--- config.mk ---
export PLATFORM = sky130hd
export DESIGN_NAME = tagged_timer_slot_table_top_flat
export DESIGN_NICKNAME = d
export VERILOG_FILES = /design/src/ttst_pkg.sv /design/src/ttst_if.sv /design/src/tagged_timer_slot_table_top.sv /design/src/ttst_cell.sv /design/src/ttst_seq.sv /design/src/flat_wrapper.sv
export SDC_FILE = /design/constraint.sdc
export NUM_CORES = 1
export LEC_CHECK = 0
export BUFFER_PORTS_ARGS = -buffer_cell sky130_fd_sc_hd__buf_2
export CAP_MARGIN = 10
export CORE_ASPECT_RATIO = 2
export CORE_MARGIN = 4
export CORE_UTILIZATION = 45
export CTS_BUF_LIST = sky130_fd_sc_hd__clkbuf_2 sky130_fd_sc_hd__clkbuf_4 sky130_fd_sc_hd__clkbuf_8
export DETAILED_ROUTE_END_ITERATION = 8
export GPL_ROUTABILITY_DRIVEN = 0
export GPL_TIMING_DRIVEN = 0
export SLEW_MARGIN = 20
export SYNTH_ARGS = -nofsm -noshare
export SYNTH_HDL_FRONTEND = slang
export SYNTH_SLANG_ARGS = --single-unit
export TNS_END_PERCENT = 1
--- constraint.sdc ---
create_clock -name clk -period 8 [get_ports clk]
set_clock_uncertainty 0.05 [all_clocks]
set_input_delay 1.2 -clock clk [delete_from_list [all_inputs] [get_ports clk]]
set_output_delay 1.2 -clock clk [all_outputs]
set_load 0.01 [all_outputs]
--- src/ttst_pkg.sv ---
package ttst_pkg;

  localparam int SLOTS = 7;
  localparam int CNT_W = $clog2(SLOTS + 1);
  localparam int IDX_W = 3;
  localparam int DUR_W = 16;
  localparam int ACT_W = 8;
  localparam int TAG_W = 8;

  typedef enum logic [1:0] {
    OP_ADD    = 2'd0,
    OP_TICK   = 2'd1,
    OP_CANCEL = 2'd2,
    OP_NONE   = 2'd3
  } op_e;

  typedef enum logic [2:0] {
    KIND_ADDED      = 3'd0,
    KIND_FULL       = 3'd1,
    KIND_CANCELLED  = 3'd2,
    KIND_QUIET_TICK = 3'd3,
    KIND_EXPIRED    = 3'd4
  } kind_e;

  typedef struct packed {
    logic [DUR_W-1:0] rem;
    logic [ACT_W-1:0] act;
    logic [TAG_W-1:0] tag;
  } slot_t;

  typedef struct packed {
    kind_e            kind;
    logic [IDX_W-1:0] slot_index;
    logic [ACT_W-1:0] fired_action;
    logic [TAG_W-1:0] fired_tag;
    logic             last;
  } result_t;

  // control from the sequencer to the ring of slot cells
  typedef struct packed {
    logic  shift;
    slot_t head_next;
  } ring_ctl_t;

endpackage

--- src/ttst_if.sv ---
interface ttst_cmd_if;
  logic                      valid;
  logic                      ready;
  logic [1:0]                op;
  logic [ttst_pkg::DUR_W-1:0] duration;
  logic [ttst_pkg::ACT_W-1:0] action_code;
  logic [ttst_pkg::TAG_W-1:0] tag;
  logic                      hold;

  modport source (output valid, op, duration, action_code, tag, hold, input ready);
  modport sink (input valid, op, duration, action_code, tag, hold, output ready);
endinterface

interface ttst_rsp_if;
  logic                      valid;
  logic                      ready;
  logic [2:0]                kind;
  logic [ttst_pkg::IDX_W-1:0] slot_index;
  logic [ttst_pkg::ACT_W-1:0] fired_action;
  logic [ttst_pkg::TAG_W-1:0] fired_tag;
  logic                      last;

  modport source (output valid, kind, slot_index, fired_action, fired_tag, last,
                  input ready);
  modport sink (input valid, kind, slot_index, fired_action, fired_tag, last,
                output ready);
endinterface

--- src/tagged_timer_slot_table_top.sv ---
// Table of SLOTS countdown timers held in a ring of slot cells that rotates one
// place per cycle when not paused, past a single update point, so each slot is
// visited in order. Commands are add (first free slot), tick (decrement, report
// each expiry in slot order, last on the final result) and cancel by tag. After
// a command transfer the ring makes one full turn and the final result is then
// loaded. Command ready returns in the same cycle that the final result is
// offered. The ring pauses for every cycle that a second expiry finds the result
// port still holding an untaken result, and the final result waits for the
// result port to free. The unused op code is accepted and gives no result.
// Command ready is low while a command is in progress.
module tagged_timer_slot_table_top (
  input  logic        clk,
  input  logic        rst,
  ttst_cmd_if.sink    cmd,
  ttst_rsp_if.source  rsp
);

  ttst_pkg::ring_ctl_t ctl;
  ttst_pkg::slot_t     cell_q [ttst_pkg::SLOTS];

  for (genvar k = 0; k < ttst_pkg::SLOTS; k++) begin : g_cell
    ttst_pkg::slot_t d;
    if (k == ttst_pkg::SLOTS - 1) begin : g_tail
      assign d = ctl.head_next;
    end else begin : g_mid
      assign d = cell_q[k+1];
    end
    ttst_cell u_cell (
      .clk   (clk),
      .rst   (rst),
      .shift (ctl.shift),
      .d     (d),
      .q     (cell_q[k])
    );
  end

  ttst_seq u_seq (
    .clk  (clk),
    .rst  (rst),
    .cmd  (cmd),
    .rsp  (rsp),
    .head (cell_q[0]),
    .ctl  (ctl)
  );

endmodule

--- src/ttst_cell.sv ---
module ttst_cell (
  input  logic            clk,
  input  logic            rst,
  input  logic            shift,
  input  ttst_pkg::slot_t d,
  output ttst_pkg::slot_t q
);

  always_ff @(posedge clk) begin
    if (rst) begin
      q <= '0;
    end else if (shift) begin
      q <= d;
    end
  end

endmodule

--- src/ttst_seq.sv ---
module ttst_seq (
  input  logic                clk,
  input  logic                rst,
  ttst_cmd_if.sink            cmd,
  ttst_rsp_if.source          rsp,
  input  ttst_pkg::slot_t     head,
  output ttst_pkg::ring_ctl_t ctl
);

  logic                         busy;
  logic [ttst_pkg::CNT_W-1:0]   cnt;
  ttst_pkg::op_e                op_r;
  logic [ttst_pkg::DUR_W-1:0]   dur_r;
  logic [ttst_pkg::ACT_W-1:0]   act_r;
  logic [ttst_pkg::TAG_W-1:0]   tag_r;
  logic                         hold_r;
  logic                         found;
  logic [ttst_pkg::IDX_W-1:0]   found_idx;
  logic                         pend_valid;
  ttst_pkg::result_t            pend;
  logic                         out_valid;
  ttst_pkg::result_t            out;

  logic                         scanning;
  logic                         expire;
  logic                         take;
  logic                         out_free;
  logic                         advance;
  logic                         finish;
  logic [ttst_pkg::IDX_W-1:0]   cur_idx;
  ttst_pkg::slot_t              head_next;
  ttst_pkg::result_t            final_res;

  assign scanning = busy && (cnt != ttst_pkg::CNT_W'(ttst_pkg::SLOTS));
  assign cur_idx  = ttst_pkg::IDX_W'(cnt);
  assign expire   = (op_r == ttst_pkg::OP_TICK) && !hold_r && (head.rem == 16'd1);
  assign take     = (op_r == ttst_pkg::OP_ADD) && !found && (head.rem == '0);
  assign out_free = !out_valid || rsp.ready;
  // an earlier expiry must leave for the output before a new one can wait
  assign advance  = scanning && !(expire && pend_valid && !out_free);
  assign finish   = busy && !scanning && out_free;

  always_comb begin
    head_next = head;
    case (op_r)
      ttst_pkg::OP_ADD: begin
        if (take) begin
          head_next.rem = dur_r;
          head_next.act = act_r;
          head_next.tag = tag_r;
        end
      end
      ttst_pkg::OP_TICK: begin
        if (!hold_r && head.rem != '0) begin
          head_next.rem = head.rem - 16'd1;
        end
      end
      ttst_pkg::OP_CANCEL: begin
        if (head.tag == tag_r) begin
          head_next.rem = '0;
        end
      end
      default: begin
        head_next = head;
      end
    endcase
  end

  always_comb begin
    final_res      = '0;
    final_res.last = 1'b1;
    case (op_r)
      ttst_pkg::OP_ADD: begin
        if (found) begin
          final_res.kind       = ttst_pkg::KIND_ADDED;
          final_res.slot_index = found_idx;
        end else begin
          final_res.kind = ttst_pkg::KIND_FULL;
        end
      end
      ttst_pkg::OP_TICK: begin
        if (pend_valid) begin
          final_res      = pend;
          final_res.last = 1'b1;
        end else begin
          final_res.kind = ttst_pkg::KIND_QUIET_TICK;
        end
      end
      default: begin
        final_res.kind = ttst_pkg::KIND_CANCELLED;
      end
    endcase
  end

  assign ctl.shift     = advance;
  assign ctl.head_next = head_next;

  assign cmd.ready        = !busy;
  assign rsp.valid        = out_valid;
  assign rsp.kind         = out.kind;
  assign rsp.slot_index   = out.slot_index;
  assign rsp.fired_action = out.fired_action;
  assign rsp.fired_tag    = out.fired_tag;
  assign rsp.last         = out.last;

  always_ff @(posedge clk) begin
    if (rst) begin
      busy       <= 1'b0;
      cnt        <= '0;
      found      <= 1'b0;
      pend_valid <= 1'b0;
      out_valid  <= 1'b0;
    end else begin
      if (finish || (advance && expire && pend_valid)) begin
        out_valid <= 1'b1;
      end else if (out_valid && rsp.ready) begin
        out_valid <= 1'b0;
      end
      if (cmd.valid && cmd.ready) begin
        busy       <= (ttst_pkg::op_e'(cmd.op) != ttst_pkg::OP_NONE);
        op_r       <= ttst_pkg::op_e'(cmd.op);
        dur_r      <= cmd.duration;
        act_r      <= cmd.action_code;
        tag_r      <= cmd.tag;
        hold_r     <= cmd.hold;
        cnt        <= '0;
        found      <= 1'b0;
        pend_valid <= 1'b0;
      end
      if (advance) begin
        cnt <= cnt + 1'b1;
        if (take) begin
          found     <= 1'b1;
          found_idx <= cur_idx;
        end
        if (expire) begin
          pend.kind         <= ttst_pkg::KIND_EXPIRED;
          pend.slot_index   <= cur_idx;
          pend.fired_action <= head.act;
          pend.fired_tag    <= head.tag;
          pend.last         <= 1'b0;
          pend_valid        <= 1'b1;
          if (pend_valid) begin
            out <= pend;
          end
        end
      end
      if (finish) begin
        busy <= 1'b0;
        out  <= final_res;
      end
    end
  end

endmodule

--- src/flat_wrapper.sv ---
// flat-port wrapper written by rule: the top's interface ports become plain ports
module tagged_timer_slot_table_top_flat 
  (clk, rst, cmd_valid, cmd_op, cmd_duration, cmd_action_code, cmd_tag, cmd_hold, cmd_ready, rsp_valid, rsp_kind, rsp_slot_index, rsp_fired_action, rsp_fired_tag, rsp_last, rsp_ready);
  ttst_cmd_if cmd_i ();
  ttst_rsp_if rsp_i ();
  input  logic clk;
  input  logic rst;
  input wire logic [$bits(cmd_i.valid)-1:0] cmd_valid;
  input wire logic [$bits(cmd_i.op)-1:0] cmd_op;
  input wire logic [$bits(cmd_i.duration)-1:0] cmd_duration;
  input wire logic [$bits(cmd_i.action_code)-1:0] cmd_action_code;
  input wire logic [$bits(cmd_i.tag)-1:0] cmd_tag;
  input wire logic [$bits(cmd_i.hold)-1:0] cmd_hold;
  output wire logic [$bits(cmd_i.ready)-1:0] cmd_ready;
  output wire logic [$bits(rsp_i.valid)-1:0] rsp_valid;
  output wire logic [$bits(rsp_i.kind)-1:0] rsp_kind;
  output wire logic [$bits(rsp_i.slot_index)-1:0] rsp_slot_index;
  output wire logic [$bits(rsp_i.fired_action)-1:0] rsp_fired_action;
  output wire logic [$bits(rsp_i.fired_tag)-1:0] rsp_fired_tag;
  output wire logic [$bits(rsp_i.last)-1:0] rsp_last;
  input wire logic [$bits(rsp_i.ready)-1:0] rsp_ready;
  assign cmd_i.valid = cmd_valid;
  assign cmd_i.op = cmd_op;
  assign cmd_i.duration = cmd_duration;
  assign cmd_i.action_code = cmd_action_code;
  assign cmd_i.tag = cmd_tag;
  assign cmd_i.hold = cmd_hold;
  assign cmd_ready = cmd_i.ready;
  assign rsp_valid = rsp_i.valid;
  assign rsp_kind = rsp_i.kind;
  assign rsp_slot_index = rsp_i.slot_index;
  assign rsp_fired_action = rsp_i.fired_action;
  assign rsp_fired_tag = rsp_i.fired_tag;
  assign rsp_last = rsp_i.last;
  assign rsp_i.ready = rsp_ready;
  tagged_timer_slot_table_top u_core (.clk(clk), .rst(rst), .cmd(cmd_i), .rsp(rsp_i));
endmodule
# == Yosys cells after proc, flatten, opt, wreduce, memory -nomap -nowiden ==
# Cells that the tools add are included.
# totals
ff_bits,311
rom_bits,0
ramBits,0
n_memories,0
wordCells,112
latch_bits,0
out_inout_bits,25
# op_classes
eq_ne,6
muxes,26
magnitude_cmp,0
addsub,2
shifts,0
mul,0
n_div,0
bitwise,1
reduce_logical,37
# op_table
op,count
two-way mux 23 bit,4
two-way mux 16 bit,3
case mux 16 bit (3 select lines),1
two-way mux 32 bit,1
two-way mux 20 bit,1
two-way mux 17 bit,1
equality test 16 x 1 -> 1 bit (second input constant),1
zero test 16 bit,1
nonzero test 16 bit,1
subtractor 16 x 1 -> 16 bit (second input constant),1
logical AND 1 bit,15
two-way mux 3 bit,4
case mux 3 bit (2 select lines),2
nonzero test 2 bit,5
two-way mux 1 bit,9
equality test 8 bit,1
zero test 1 bit,7
AND reduction 3 bit,2
AND reduction 4 bit,1
adder 3 x 1 -> 3 bit (second input constant),1
!= test 3 bit (second input constant),1
equality test 2 x 1 -> 1 bit (second input constant),1
equality test 2 bit (second input constant),1
zero test 2 bit,1
5 further kinds,6

# == Longest topological paths before layout ==
# Gate-level depths: netlist (run 1).
# logic_depth
word_depth,11
depth_mapped,9
mapped_depth_nobuf,8

# == By module ==
# Synthesis (run 1) repeated with hierarchy kept, for this count alone.
# unflattened
hier_cells,1074
hier_area_um2,12329.3
# by_module_without_submodules
module,seq_area_each_um2,area_per_inst_um2,n_inst,cells_per_inst
ttst_cell,640.6,1163.6,7,103
ttst_seq,2542.4,4184.0,1,353

# == Worst setup path before layout (run 1) ==
# No wires, ideal clock.
# synth_path
path_kind,input-to-reg
start,input rst
end,register u_core.u_seq.rsp.fired_action[0] (netlist name)
required_time_ps,7421
path_buffers,1
setup_time_ps,529
t_arrival_ps,5102
path_slack_ps,2319
cell_stages,2
path_cell_list,clkbuf_1 > a2111oi_0
# synth_via
elab_chain_len,2
# synth_rtl
item,line,rtl
start: declaration,flat_wrapper.sv:7,input logic rst;
inverter 1 bit (no source line),-,
AND reduction 4 bit (no source line),-,
# Every way passes these cells.
# A chain may end at the register's enable or synchronous reset.

# == Final worst setup path (run 1) ==
# layout_path
start,register u_core.u_seq.hold_r
end,register u_core.u_seq.rsp.fired_action[5] (netlist name)
# layout_via
elab_chain_len,9
word_cells_on_any_way,10
# layout_rtl
item,line,rtl
start: declaration,ttst_seq.sv:16,logic hold_r;
start signal: assignment,ttst_seq.sv:125,hold_r <= cmd.hold;
zero test 1 bit (*),ttst_seq.sv:36,assign expire = (op_r == ttst_pkg::OP_TICK) && !hold_r && (head.rem == 16'd1);
logical AND 1 bit (*) (2 in series),ttst_seq.sv:36,
logical AND 1 bit (2 in series),ttst_seq.sv:40,assign advance = scanning && !(expire && pend_valid && !out_free);
zero test 1 bit,ttst_seq.sv:40,
logical AND 1 bit,ttst_seq.sv:40,
nonzero test 2 bit (no source line),-,
AND reduction 4 bit (no source line) (*),-,
# Mark *: on every way between the ends. The rest lies on a longest branch, timed or not.

==> results of run 1 <==
synthesized netlist by cell type (3+ instances only):
master / n
nand2_1: 404
dfxtp_1: 231
a21oi_1: 206
edfxtp_1: 80
nor2_1: 50
buf_2: 39
clkbuf_1: 35
a211oi_2: 18
mux2i_1: 18
and2_1: 16
nor3_1: 12
buf_4: 11
nand3_1: 10
xnor2_1: 10
a211oi_1: 7
inv_1: 7
a311oi_1: 5
buf_6: 5
nand2b_1: 5
o21ai_0: 5
or4_1: 5
a221oi_1: 4
a22o_1: 4
a31oi_1: 4
ha_1: 4
or3_1: 4
a2111oi_0: 3
a21o_1: 3
nand3b_1: 3
nand4_1: 3
nor4_1: 3
o21ai_1: 3
worst reg2reg max path, cell delays in order, from the launching register on:
cell and delay, ns:
edfxtp_1 0.52, nor3b_1 0.62, nand4_1 0.32, nor2_1 0.17, nor2_1 0.08, a2111oi_2 0.68
buf_4 0.28, buf_2 0.21, buf_2 0.22
path summary, 6_finish.rpt:
| path | start | endpoint | slack (ns) | depth (start not counted) |
|---|---|---|---|---|
| hold reg to reg | u_core.g_cell[3].u_cell.q[11] | u_core.g_cell[2].u_cell.q[11] | 0.39 | 2 |
| setup reg to reg | u_core.u_seq.hold_r | u_core.u_seq.rsp.fired_action[5] | 4.55 | 8 |
| hold / removal | u_core.g_cell[3].u_cell.q[11] | u_core.g_cell[2].u_cell.q[11] | 0.39 | 2 |
| setup / recovery | u_core.u_seq.hold_r | u_core.u_seq.rsp.fired_action[5] | 4.55 | 8 |
state kept, by name, summed over array words and instances (netlist names):
signal	count
u_core.g_cell.u_cell.q	224
u_core.u_seq.act_r	8
u_core.u_seq.busy	1
u_core.u_seq.cnt	3
u_core.u_seq.dur_r	16
u_core.u_seq.found	1
u_core.u_seq.found_idx	3
u_core.u_seq.hold_r	1
u_core.u_seq.op_r	2
u_core.u_seq.pend	19
u_core.u_seq.pend_valid	1
u_core.u_seq.rsp.fired_action	8
u_core.u_seq.rsp.fired_tag	8
u_core.u_seq.rsp.kind	3
u_core.u_seq.rsp.last	1
u_core.u_seq.rsp.slot_index	3
u_core.u_seq.rsp.valid	1
u_core.u_seq.tag_r	8
final cells by class:
cell class | count | area share (%)
Sequential cell | 311 | 51.99
Multi-Input combinational cell | 844 | 31.82
Clock buffer | 63 | 5.906
Buffer | 90 | 3.443
Tap cell | 340 | 3.147
Timing Repair Buffer | 68 | 2.740
Clock inverter | 14 | 0.7498
Inverter | 7 | 0.1944
Antenna cell | 1 | 0.01851
per-stage QoR:
stage | worst slack, ns | utilization [%] | cell area (sq um) | total power, mW
final | 4.555 | 52.48 | 13520 | 3.117
after global routing | 4.399 | 52.47 | 13510 | 3.228
after CTS | 4.606 | 52.47 | 13510 | 3.153
after detailed placement | 4.394 | 48.98 | 12610 | 1.872
after global placement | 0.6301 | 48.67 | 12540 | 1.867
after floorplan | 2.319 | - | 11800 | 1.799
routing by layer:
layer	GRT usage [%]	vias to the layer above	share of wire (%)	wire length (um)
li1	-	4499	-	-
met1	23.37	4216	38	11640
met2	38.61	257	53	16120
met3	3.418	96	4.6	1411
met4	10.98	0	4.9	1508
met5	0	-	0	0
power by group through the flow:
| stage | clock [mW] | sequential [mW] | combinational (mW) |
|---|---|---|---|
| floorplan | 0 | 1.68 | 0.118 |
| global placement | 0 | 1.69 | 0.179 |
| detailed placement | 0 | 1.69 | 0.184 |
| CTS | 1.32 | 1.65 | 0.184 |
| global route | 1.37 | 1.66 | 0.201 |
| finish | 1.28 | 1.65 | 0.182 |
cell families (layout without fill, tap and decap cells):
logic type	Yosys count	after routing
compound gates	279	279
xor+xnor	12	12
fa+ha+maj	4	4
buf+inv	97	242
flops	311	311
mux	18	18
other cells	0	1
simple gates	531	531
==> results.md, run 1 <==
* Vias in the first global route at 9,076
* Internal at ~2.4 mW
* Core ar. at 25,750 sq um
* Max cap viols at 0
* Layout filler cell count at about 2,500
* CTS tree: built
* Post-Synth XOR/XNOR Area at 0.8907%
* Net Sw Frac at 24.03%
* Status: finished clean
* Synth Flop Type: dfxtp_1
* Switch Pwr at 0.7491 mW
* # setup viols final at 0
* Adder-cell share of the synthesized area at less than 1%
* Syn nets at 1,295
* FFs w/ async S/R, synth at 0%
* Mapped Cells at 1,252
* Worst Tran Pin Value at around 1.1 ns
* Initial core utilization at 45.82%
* Worst-case clock buffer depth at 3
* Register area at 7027 sq um
* Library cells used by synthesis at 60
* WS Path Type: flip-flop to flip-flop
* Post-synth EDFFs at 80
* Unrepaired setup endpoints after global routing: false
* Sequential Power Share at 53.1%
* H-tree depth at 2
* Worst slew margin at 25.83%
* Hold buffers post-CTS at 0
* Area occupied by multi-input gates at around 4300 sq um
* Row count at 83
* Fin nets at 1,409
* Worst-path fanout max at 7
* Flops & latches, synth at 311
* Slowest CP cell: a2111oi_2
* Worst setup EP type: flip-flop
* Post-synth top area share at 39.19%
* Vias at 9,068
* CTS Root Cell: clkbuf_8
* Resize count post-CTS at 0
* Final hold violations at 0
* Die area at 29,030 sq um
* GRT Util Overall at 21.30%
* Compound-gate portion of the synthesized area at 14.45%
* Clock Sinks at 311
* Critical Path AT at 3.67 ns
* Peak supply drop at around 0.13 mV
* Num ports at 64
* Clk_lat worst skew at 0.57 ns
* Mux contribution to synthesized area at 1.527%
* CP cell instances: nor3b_1, nand4_1, nor2_1, nor2_1, a2111oi_2, buf_4, buf_2, buf_2
* Logic pwr share at 5.8%
* Grt total ovfl at 0
* Final min period at 3.445 ns
* Clk network pwr share at 41.1%
* Worst Hold Class: flip-flop to flip-flop
* Yosys top cell by area: dfxtp_1
* Setup bufs post-CTS at 0
* CP top delay family: simple AND/OR/NAND/NOR gates
* Worst setup SP type: flip-flop
* First-pass GRT wire length at 47,980 um
* Proportion of layout cells with a drive suffix above 1 at 16.54%
* Leak at 4.696 nW
* Drt first pass iters at 5
* WP buf/inv at 3
* Buffers added on ports at 62
* WL final at 30,680 um
* Cells after DPL at 1,660
* DP Wirelength at 22,460 um
* Area grow syn2layout at 14.55%
* Detail Route Antenna Nets at 0
* Commonest non-fill, non-tap cells in the layout: nand2_1, dfxtp_1, a21oi_1
* Hold Worst Slack at 0.3945 ns
* Slowest stage delay, CP at 0.68 ns
* Largest net degree at the start of global routing at 20
* Synth area leaders: dfxtp_1, edfxtp_1, nand2_1, a21oi_1, a211oi_2
* Clock Pin Slew Worst Setup and Hold Paths at about 0.07 ns
* Synth warn at 0
* Max-slew violations at 0
* DRT iter0 DRCs at 494
* Fmax at 290.2 MHz
* Mapped cell area at 11,800 sq um
* Register area share after synthesis at roughly three fifths
* Crit path required time at 8.23 ns
* DRC viols at 0
* DR WL/cell at between 15 and 20 um
* Initial antenna violation count at 0
* Finished Layout Cells at 1,738
* Final Cycle Share at between 40 and 50%
* Power density cells at 230.6 nW/um^2
* Most common cell after layout, fill and taps aside: nand2_1
* Mapped Avg Cell Area at 9.425 sq um
* Synth Area in Simple Gates at 18.99%
* Vias per cell at about 5.2
* Setup TNS at 0 ns
* Main combinational cell family by area after synthesis: simple AND/OR/NAND/NOR gates
* Die H at around 240 um
* Die width at 122.5 um
* CTS Buf Count at 44
No activity file was read; power rests on OpenSTA's default activity.
==> run 2, diff against run 1 <==
--- a/config.mk
+++ b/config.mk
@@ -5,6 +5,7 @@
 export SDC_FILE = /design/constraint.sdc
 export NUM_CORES = 1
 export LEC_CHECK = 0
+export ABC_AREA = 1
 export BUFFER_PORTS_ARGS = -buffer_cell sky130_fd_sc_hd__buf_2
 export CAP_MARGIN = 10
 export CORE_ASPECT_RATIO = 2
==> constraint.sdc (replaced) <==
create_clock -name clk -period 3.1 [get_ports clk]
set_clock_uncertainty 0.05 [all_clocks]
set_input_delay 0.465 -clock clk [delete_from_list [all_inputs] [get_ports clk]]
set_output_delay 0.465 -clock clk [all_outputs]
set_load 0.01 [all_outputs]
==> run 2 against run 1 <==
Compared with the run above: routed wire length decreased by 4.7%; worst hold slack worse by 0.36 ns; register-to-register slack worse by 4.1 ns; first-iteration DRC count rose by 15%; setup slack lost 4.1 ns; critical path depth is 2 higher; clock power grew to 2.6 times the previous value; largest cell class unchanged; largest power group unchanged; combinational power rose to 4.9 times the previous value; global-route usage down 0.57 points; synthesized area is 0.36% lower.
==> results.md, run 2 <==
* Mapped Avg Cell Area at 8.495 sq um
* Leak at 5.682 nW
* Worst Hold Class: input pin to flip-flop
* DR WL/cell at 15.40 um
* Worst-case clock buffer depth at 3
* Die width at 122.3 um
* Post-synth top cells: nor2_1, dfxtp_1, o21ai_0
* Setup bufs post-CTS at 0
* Vias at 9,316
* R2r setup slk at 0.49 ns
* Clk_lat worst skew at 0.56 ns
* Worst setup SP type: flip-flop
* Most common cell after layout, fill and taps aside: nor2_1
* # setup viols final at 0
* Power density cells at 639.0 nW/um^2
* Drt first pass iters at 7
* Hold Crit Depth at 1
* Flops & latches, synth at between 300 and 400
* Unrepaired setup endpoints after global routing: false
* Core ar. at around 26,000 sq um
* Final min period at approximately 2.6 ns
* Yosys top cell by area: dfxtp_1
* FFs w/ async S/R, synth at 0%
* Die area at ~29,000 sq um
* Synth area leaders: dfxtp_1, edfxtp_1, nor2_1, o21ai_0, nand2_1
* Buffers added on ports at 63
* Max cap viols at 0
* Area grow syn2layout at 17.18%
* H-tree depth at 2
* Synth warn at 0
* Peak supply drop at 0.3257 mV
* Final Cycle Share at 84.07%
* Reg-to-reg startpoint: u_core.u_seq.op_r[1]
* Critical Path AT at between 2 and 3 ns
* Worst-path fanout max at 16
* Library cells used by synthesis at 32
* WL final at 29,240 um
* First-pass GRT wire length at 46,950 um
* Top Usage Layer GRT: met2
* Clock Pin Slew Worst Setup and Hold Paths at 0.07 ns
* CTS Root Cell: clkbuf_8
* Slowest stage delay, CP at 0.40 ns
* DRT iter0 DRCs at 568
* Worst Tran Pin Value at 0.7558 ns
* Hold buffers post-CTS at 27
* WS Path Type: flip-flop to flip-flop
* Fin nets at 1,565
* DP Wirelength at 21,800 um
* CTS tree: built
* Post-synth EDFFs at 80
* CTS Buf Count at 44
* Crit path required time at 3.37 ns
* Mapped Cells at 1,384
* Die H at 236.6 um
* Vias per cell at 4.906
* Largest net degree at the start of global routing at 24
* DRC viols at 0
* Worst hold start: cmd_duration[1]
* Met1 usage at 22.67%
* Total chip power at 8.803 mW
* GRT Util Overall at about a fifth
* Min-Delay Endpoint: u_core.u_seq.dur_r[1]
* Slowest CP cell: edfxtp_1
* Resize count post-CTS at 0
* RR Endpoint: u_core.u_seq.pend[12]
* Met3 Usage GRT at 3.298%
* Final core utilization at a little over half
* Vias in the first global route at ~9,000
* Status: finished clean
* Top Registers: u_core.g_cell.u_cell.q: 224 flops, u_core.u_seq.pend: 19 flops, u_core.u_seq.dur_r: 16 flops
* Commonest non-fill, non-tap cells in the layout: nor2_1, dfxtp_1, o21ai_0
* Largest reg by FF count: u_core.g_cell.u_cell.q
* Row count at 83
* Met2 usage at 37.16%
* Setup TNS at 0 ns
* CP cell instances: inv_1, nand2_2, nor3_1, nand4_1, o21ai_2, inv_2, buf_2, nand2_1, nor2_2, buf_8
* Proportion of layout cells with a drive suffix above 1 at between 10% and 20%
* Worst Reg2Reg Path Length in Cells at 10
* Num ports at 64
* Most instantiated library cell after synthesis: nor2_1
* Fmax at approximately 380 MHz
* Mapped cell area at 11,760 sq um
* Syn nets at 1,427
* Max-slew violations at 0
* Post-synth top area share at between 30% and 40%
* Grt total ovfl at 0
* Clock Sinks at ~310
* Initial antenna violation count at 1
* Max reg flops at roughly 220
* Detail Route Antenna Nets at 0
* Final hold violations at 0
* Worst setup EP type: flip-flop
* Synth Flop Type: dfxtp_1
* Register area share after synthesis at approximately three fifths
* Initial core utilization at 45.65%
* Worst slew margin at 49.43%
## run 2: cell count changes after synthesis, moves of 30 or more
cell	before	now
nand2_1	404	132
nor2_1	50	430
a21oi_1	206	40
nand3_1	10	40
inv_1	7	61
o21ai_0	5	217
## run 2: layer usage
| layer | vias up | share of wire [%] |
|---|---|---|
| li1 | 4813 | - |
| met1 | 4224 | 38 |
| met2 | 197 | 52 |
| met3 | 82 | 3.7 |
| met4 | 0 | 5.6 |
| met5 | - | 0 |
## run 2: worst max path at each step
stage                             to  cells after the start                     startpoint  slack (ns)
2_1_floorplan  u_core.u_seq.pend[10]                      8            u_core.u_seq.cnt[0]        0.54
3_3_place_gp   u_core.u_seq.tag_r[0]                      3                      cmd_valid       -0.42
3_5_place_dp   u_core.u_seq.pend[11]                      9            u_core.u_seq.cnt[0]        0.50
4_1_cts         u_core.u_seq.pend[1]                      9            u_core.u_seq.cnt[0]        0.50
5_1_grt        u_core.u_seq.pend[14]                     10  u_core.g_cell[0].u_cell.q[22]        0.38
6_report       u_core.u_seq.pend[12]                     10           u_core.u_seq.op_r[1]        0.49
## run 2: cells by family (layout without fill, tap and decap cells)
family	count (synthesis)	count (layout)	synth area share, %
buf+inv	146	320	5.321
xor+xnor	5	5	0.3724
other cells	0	1	0
simple gates	621	621	20.69
fa+ha+maj	4	4	0.4257
compound gates	297	297	13.43
flops	311	311	59.76
## run 2: layout make-up
type                    instances  area (sq um)
clock buffers                  73         898.4
well taps                     340         425.4
repair buffers                 92         628.1
multi-input cells             927          4123
plain buffers                  82         385.4
clock inverters                 9         47.55
fillers                      2549         11980
flip-flops and latches        311          7027
inverters                      64         240.2
diodes                          1         2.502
## run 2: power by group
part           internal (mW)  switching, mW
Clock                   1.84           1.50
Sequential              4.41          0.159
Combinational          0.321          0.571
Total                   6.57           2.23
## run 2: per-stage QoR
| step | instance area, sq um | std cells | setup WS, ns | hold WS (ns) |
|---|---|---|---|---|
| after detailed placement | 12560 | 1789 | 0.4987 | 0.4037 |
| final | 13780 | 1899 | 0.4940 | 0.03018 |
| after global placement | 12500 | 1787 | -0.4239 | 0.3972 |
| after global routing | 13780 | 1899 | 0.3832 | 0.002055 |
| after floorplan | 11760 | 1384 | 0.5383 | 0.3812 |
| after CTS | 13770 | 1898 | 0.5001 | 0.0006335 |
## run 2: critical path: cells and delay by family, from the launching register on
family          cells  cell delay, ns
flops               1            0.40
buf+inv             4            0.76
simple gates        5            0.78
compound gates      1            0.34
